--- config.mk ---
export PLATFORM = sky130hd
export DESIGN_NAME = bqf_coef_regs_flat
export DESIGN_NICKNAME = d
export VERILOG_FILES = /design/src/rtl/bqf_pkg.sv /design/src/rtl/bqf_cfg_if.sv /design/src/rtl/bqf_coef_regs.sv /design/src/flat_wrapper.sv
export SDC_FILE = /design/constraint.sdc
export NUM_CORES = 1
export LEC_CHECK = 0
export ABC_AREA = 1
export BUFFER_PORTS_ARGS = -buffer_cell sky130_fd_sc_hd__buf_2
export CAP_MARGIN = 20
export CORE_MARGIN = 2
export CORE_UTILIZATION = 45
export CTS_CLUSTER_DIAMETER = 150
export DETAILED_ROUTE_END_ITERATION = 8
export PLACE_DENSITY = 0.69
export SKIP_LAST_GASP = 1
export SLEW_MARGIN = 40
export SYNTH_ARGS = -nofsm -noshare
export SYNTH_HDL_FRONTEND = slang
export SYNTH_SLANG_ARGS = --single-unit
--- constraint.sdc ---
create_clock -name i_clk -period 1 [get_ports i_clk]
set_input_delay 0.15 -clock i_clk [delete_from_list [all_inputs] [get_ports i_clk]]
set_output_delay 0.15 -clock i_clk [all_outputs]
set_load 0.01 [all_outputs]
--- src/rtl/bqf_pkg.sv ---
package bqf_pkg;

    // Sample and coefficient word width.
    localparam int C_DATA_W = 32;

    // Width of the full product sum.
    localparam int C_ACC_W = 2 * C_DATA_W;

    // Fractional bits of the coefficients.
    localparam int C_FRAC_BITS = 25;

    // Register index width and register indexes.
    localparam int C_CFG_IDX_W = 3;

    localparam logic [C_CFG_IDX_W-1:0] C_REG_B0     = C_CFG_IDX_W'(0);
    localparam logic [C_CFG_IDX_W-1:0] C_REG_B1     = C_CFG_IDX_W'(1);
    localparam logic [C_CFG_IDX_W-1:0] C_REG_B2     = C_CFG_IDX_W'(2);
    localparam logic [C_CFG_IDX_W-1:0] C_REG_NEG_A1 = C_CFG_IDX_W'(3);
    localparam logic [C_CFG_IDX_W-1:0] C_REG_NEG_A2 = C_CFG_IDX_W'(4);

    // Unity gain in coefficient format, the reset value of b0.
    localparam logic signed [C_DATA_W-1:0] C_COEF_ONE =
        C_DATA_W'(64'd1 << C_FRAC_BITS);

    // Half an output step, added before the shift so that it rounds.
    localparam logic [C_ACC_W-1:0] C_ROUND = C_ACC_W'(64'd1 << (C_FRAC_BITS - 1));

    typedef logic signed [C_DATA_W-1:0] t_sample;

    typedef struct packed {
        t_sample b0;
        t_sample b1;
        t_sample b2;
        t_sample neg_a1;
        t_sample neg_a2;
    } t_coefs;

endpackage

--- src/rtl/bqf_cfg_if.sv ---
interface bqf_cfg_if
    import bqf_pkg::*;
();
    logic                   valid;
    logic                   ready;
    logic [C_CFG_IDX_W-1:0] index;
    logic [C_DATA_W-1:0]    data;

    modport source (output valid, output index, output data, input ready);
    modport sink (input valid, input index, input data, output ready);
endinterface

--- src/rtl/bqf_coef_regs.sv ---
module bqf_coef_regs
    import bqf_pkg::*;
(
    input  logic   i_clk,
    input  logic   i_rst_n,
    bqf_cfg_if.sink i_cfg,
    output t_coefs o_coefs
);

    t_coefs r_coefs;
    t_coefs n_coefs;

    assign i_cfg.ready = 1'b1;

    // Writes to indexes past the last register are dropped.
    always_comb begin
        n_coefs = r_coefs;
        if (i_cfg.valid) begin
            unique case (i_cfg.index)
                C_REG_B0:     n_coefs.b0     = t_sample'(i_cfg.data);
                C_REG_B1:     n_coefs.b1     = t_sample'(i_cfg.data);
                C_REG_B2:     n_coefs.b2     = t_sample'(i_cfg.data);
                C_REG_NEG_A1: n_coefs.neg_a1 = t_sample'(i_cfg.data);
                C_REG_NEG_A2: n_coefs.neg_a2 = t_sample'(i_cfg.data);
                default:      n_coefs        = r_coefs;
            endcase
        end
    end

    always_ff @(posedge i_clk) begin
        if (!i_rst_n) begin
            r_coefs.b0     <= C_COEF_ONE;
            r_coefs.b1     <= '0;
            r_coefs.b2     <= '0;
            r_coefs.neg_a1 <= '0;
            r_coefs.neg_a2 <= '0;
        end else begin
            r_coefs <= n_coefs;
        end
    end

    assign o_coefs = r_coefs;

endmodule

--- src/flat_wrapper.sv ---
// flat-port wrapper written by rule: the top's interface ports become plain ports
module bqf_coef_regs_flat import bqf_pkg::*;
  (i_clk, i_rst_n, o_coefs, i_cfg_valid, i_cfg_index, i_cfg_data, i_cfg_ready);
  bqf_cfg_if i_cfg_i ();
  input  logic i_clk;
  input  logic i_rst_n;
  output t_coefs o_coefs;
  input wire logic [$bits(i_cfg_i.valid)-1:0] i_cfg_valid;
  input wire logic [$bits(i_cfg_i.index)-1:0] i_cfg_index;
  input wire logic [$bits(i_cfg_i.data)-1:0] i_cfg_data;
  output wire logic [$bits(i_cfg_i.ready)-1:0] i_cfg_ready;
  assign i_cfg_i.valid = i_cfg_valid;
  assign i_cfg_i.index = i_cfg_index;
  assign i_cfg_i.data = i_cfg_data;
  assign i_cfg_ready = i_cfg_i.ready;
  bqf_coef_regs u_core (.i_clk(i_clk), .i_rst_n(i_rst_n), .i_cfg(i_cfg_i), .o_coefs(o_coefs));
endmodule
==> results.ini <==
[hold_path]
hold_end=u_core.o_coefs[3]$_SDFFE_PN0P_
worst_hold_startpoint=i_cfg_data[3]
hold_depth=5
hold_class=in2reg

[synth]
synth-seq-cells=160
synth_top_area_frac=0.506
syn_inst=920
syn_nets=958
synth.yosys.seq_area_share=0.506
yosysUniqueCellTypes=12
synth_area_leaders=dfxtp_1 (51%), nor2_1 (19%), nand3_1 (13%)
synth_top_cell_by_area=dfxtp_1
ys_warn_count=0
syn_area_um2=6330
avgSynthCellArea_um2=6.89

[pwr]
leakage_nw=4.41
pwr-share-comb=0.127
ir_drop_v=0.000972
switching_share=0.250
p_int_mw=11.3
switching_power_mw=3.76
finalPower_mw=15.1
p_per_area_nw_per_um2=1570
p_clk_frac=0.420
seqPwrFrac=0.452

[final_layout]
nets=1155
fillers=1150
drive_above_1_share=0.393
final_cell_mix=nor2_1 (318), nand2_1 (168), nand3_1 (160), buf_6 (160), dfxtp_2 (160)
area_growth_pct=51.7
final_common_cell=nor2_1
largest_register_ffs=160

[die]
die_x_um=123
io_pins=199
die_y_um=123
start_util=0.458
std_cell_rows=43
core_area_um2=13800
dieArea_um2=15000

[route]
drt_iter0_markers=492
dr.pass1.iters=5
ant_nets=0
drc=0
routed_wl_mm=19.9
vias=6595
avgViaCountPerCell=5.03
wl_per_cell_um=15.2

[clock_tree]
clk_path_buf_depth=2
clk_pin_slew_ns=0.06
worstSkewPairLatency_ns=0.42
cts_tree=yes
cts-root-buf=clkbuf_16
cts_sinks=160
cts_buffers=17
htreeDepth=4

[placement]
dpl_worst_slack_ns=-0.187
port_buffers=197
gp_congestion=0.791
dp_hpwl_mm=12.2

[sta]
rsz0062_at_grt=true
setup_tns_ns=-1.86
finalHoldViolations=0
finalCritPeriodShare=1.04
fin_crit_ns=1.04
setup_violations=159
hold-worst-slack_ns=0.114
fmax_mhz=966
fin_skew_ns=0
setup_slack_ns=-0.0352
finalMaxSlewViolations=0

[worst_setup_path]
r2r-end=u_core.o_coefs[7]$_SDFFE_PN0P_
worstSetupEndpointType=output pin
cpPeakStageDelay_ns=0.35
crit_fanout=2
crit_chain=buf_6
reg2reg_from=u_core.o_coefs[7]$_SDFFE_PN0P_
required_ns=0.85
r2r_setup_slack_ns=0.19
critPathArrivalTime_ns=0.89
path_buf_inv=1
crit_slowest_cell=dfxtp_2
critPathTopFamily=flip-flops
crit_type=reg2out
reg2reg_depth=4
startpoint_type=flip-flop

[global_route]
grt_max_degree=73
grt_use_total=0.267
overflow=0
antenna_found_initial=2
grt_pass1_vias=6016
grt_first_pass_wirelength_mm=31.1

[run_status]
violations=negative setup slack
status=finished with violations

[run]
max_cap_viol_count=0

## power by group through the flow
stage / clock, mW / combinational [mW] / sequential, mW
6_report: 6.33 / 1.91 / 6.81
5_1_grt: 6.71 / 2.09 / 6.83
4_1_cts: 6.39 / 1.87 / 6.81
3_5_place_dp: 0 / 1.61 / 6.85
3_3_place_gp: 0 / 1.59 / 6.85
2_1_floorplan: 0 / 0.841 / 6.95
## timing repair
action | 4_1_cts | 5_1_grt
gates resized for setup | 323 | 0
endpoints found under the hold margin | 1 | 0
endpoints found under the setup margin | 160 | 160
setup buffers | 5 | 10
hold buffers | 1 | 0
## through the flow
step                      cell area, µm²  utilization  std cells
after global placement              7710        0.558       1262
after CTS                           9540        0.690       1300
after floorplan                     6330            -        920
after detailed placement            7710        0.558       1262
final                               9610        0.695       1311
after global routing                9610        0.695       1311
## how the worst max path moves through the flow
stage	to	from	cells past startpoint	slack (ns)
6_report	o_coefs[65]	u_core.o_coefs[65]$_SDFFE_PN0P_	1	-0.04
3_3_place_gp	u_core.o_coefs[105]$_SDFFE_PN0P_	i_cfg_index[2]	7	-0.14
5_1_grt	o_coefs[65]	u_core.o_coefs[65]$_SDFFE_PN0P_	1	-0.07
4_1_cts	o_coefs[25]	u_core.o_coefs[25]$_SDFFE_PN0P_	1	-0.05
3_5_place_dp	u_core.o_coefs[90]$_SDFFE_PN0P_	i_cfg_index[2]	7	-0.19
2_1_floorplan	u_core.o_coefs[100]$_SDFFE_PN0P_	i_rst_n	5	0.07
## synthesized netlist by cell type
master    instances
nor2_1          321
clkbuf_1          6
dfxtp_1         160
buf_4             1
conb_1            1
nand2_1         168
nor2_2            6
buf_1            11
inv_2             2
inv_1            36
buf_2            48
nand3_1         160
## final cells by class
| class | instances | area, µm² | area share |
|---|---|---|---|
| antenna | 1 | 2.50 | 0.000260 |
| clock buffer | 21 | 460 | 0.0479 |
| clock inverter | 11 | 114 | 0.0118 |
| inverter | 38 | 143 | 0.0148 |
| multi-input combinational | 656 | 2720 | 0.283 |
| sequential | 160 | 3400 | 0.354 |
| tap | 180 | 225 | 0.0234 |
| timing repair buffer | 244 | 2540 | 0.265 |
## routing by layer
layer,vias to the layer above,track usage,part of all wire,routed length (µm)
li1,3241,-,-,-
met1,3022,0.324,0.40,7880
met2,294,0.444,0.49,9790
met3,36,0.0874,0.092,1830
met4,2,0.0912,0.021,423
met5,-,0,0.00055,11
## cell families (layout without fill, tap and decap cells)
kind of cell,count (synthesis),in the layout,share of synthesized area
simple gates,655,655,0.422
flops,160,160,0.506
other cells,1,2,0.000592
buf+inv,104,314,0.0717
No activity file was read; power rests on OpenSTA's default activity.
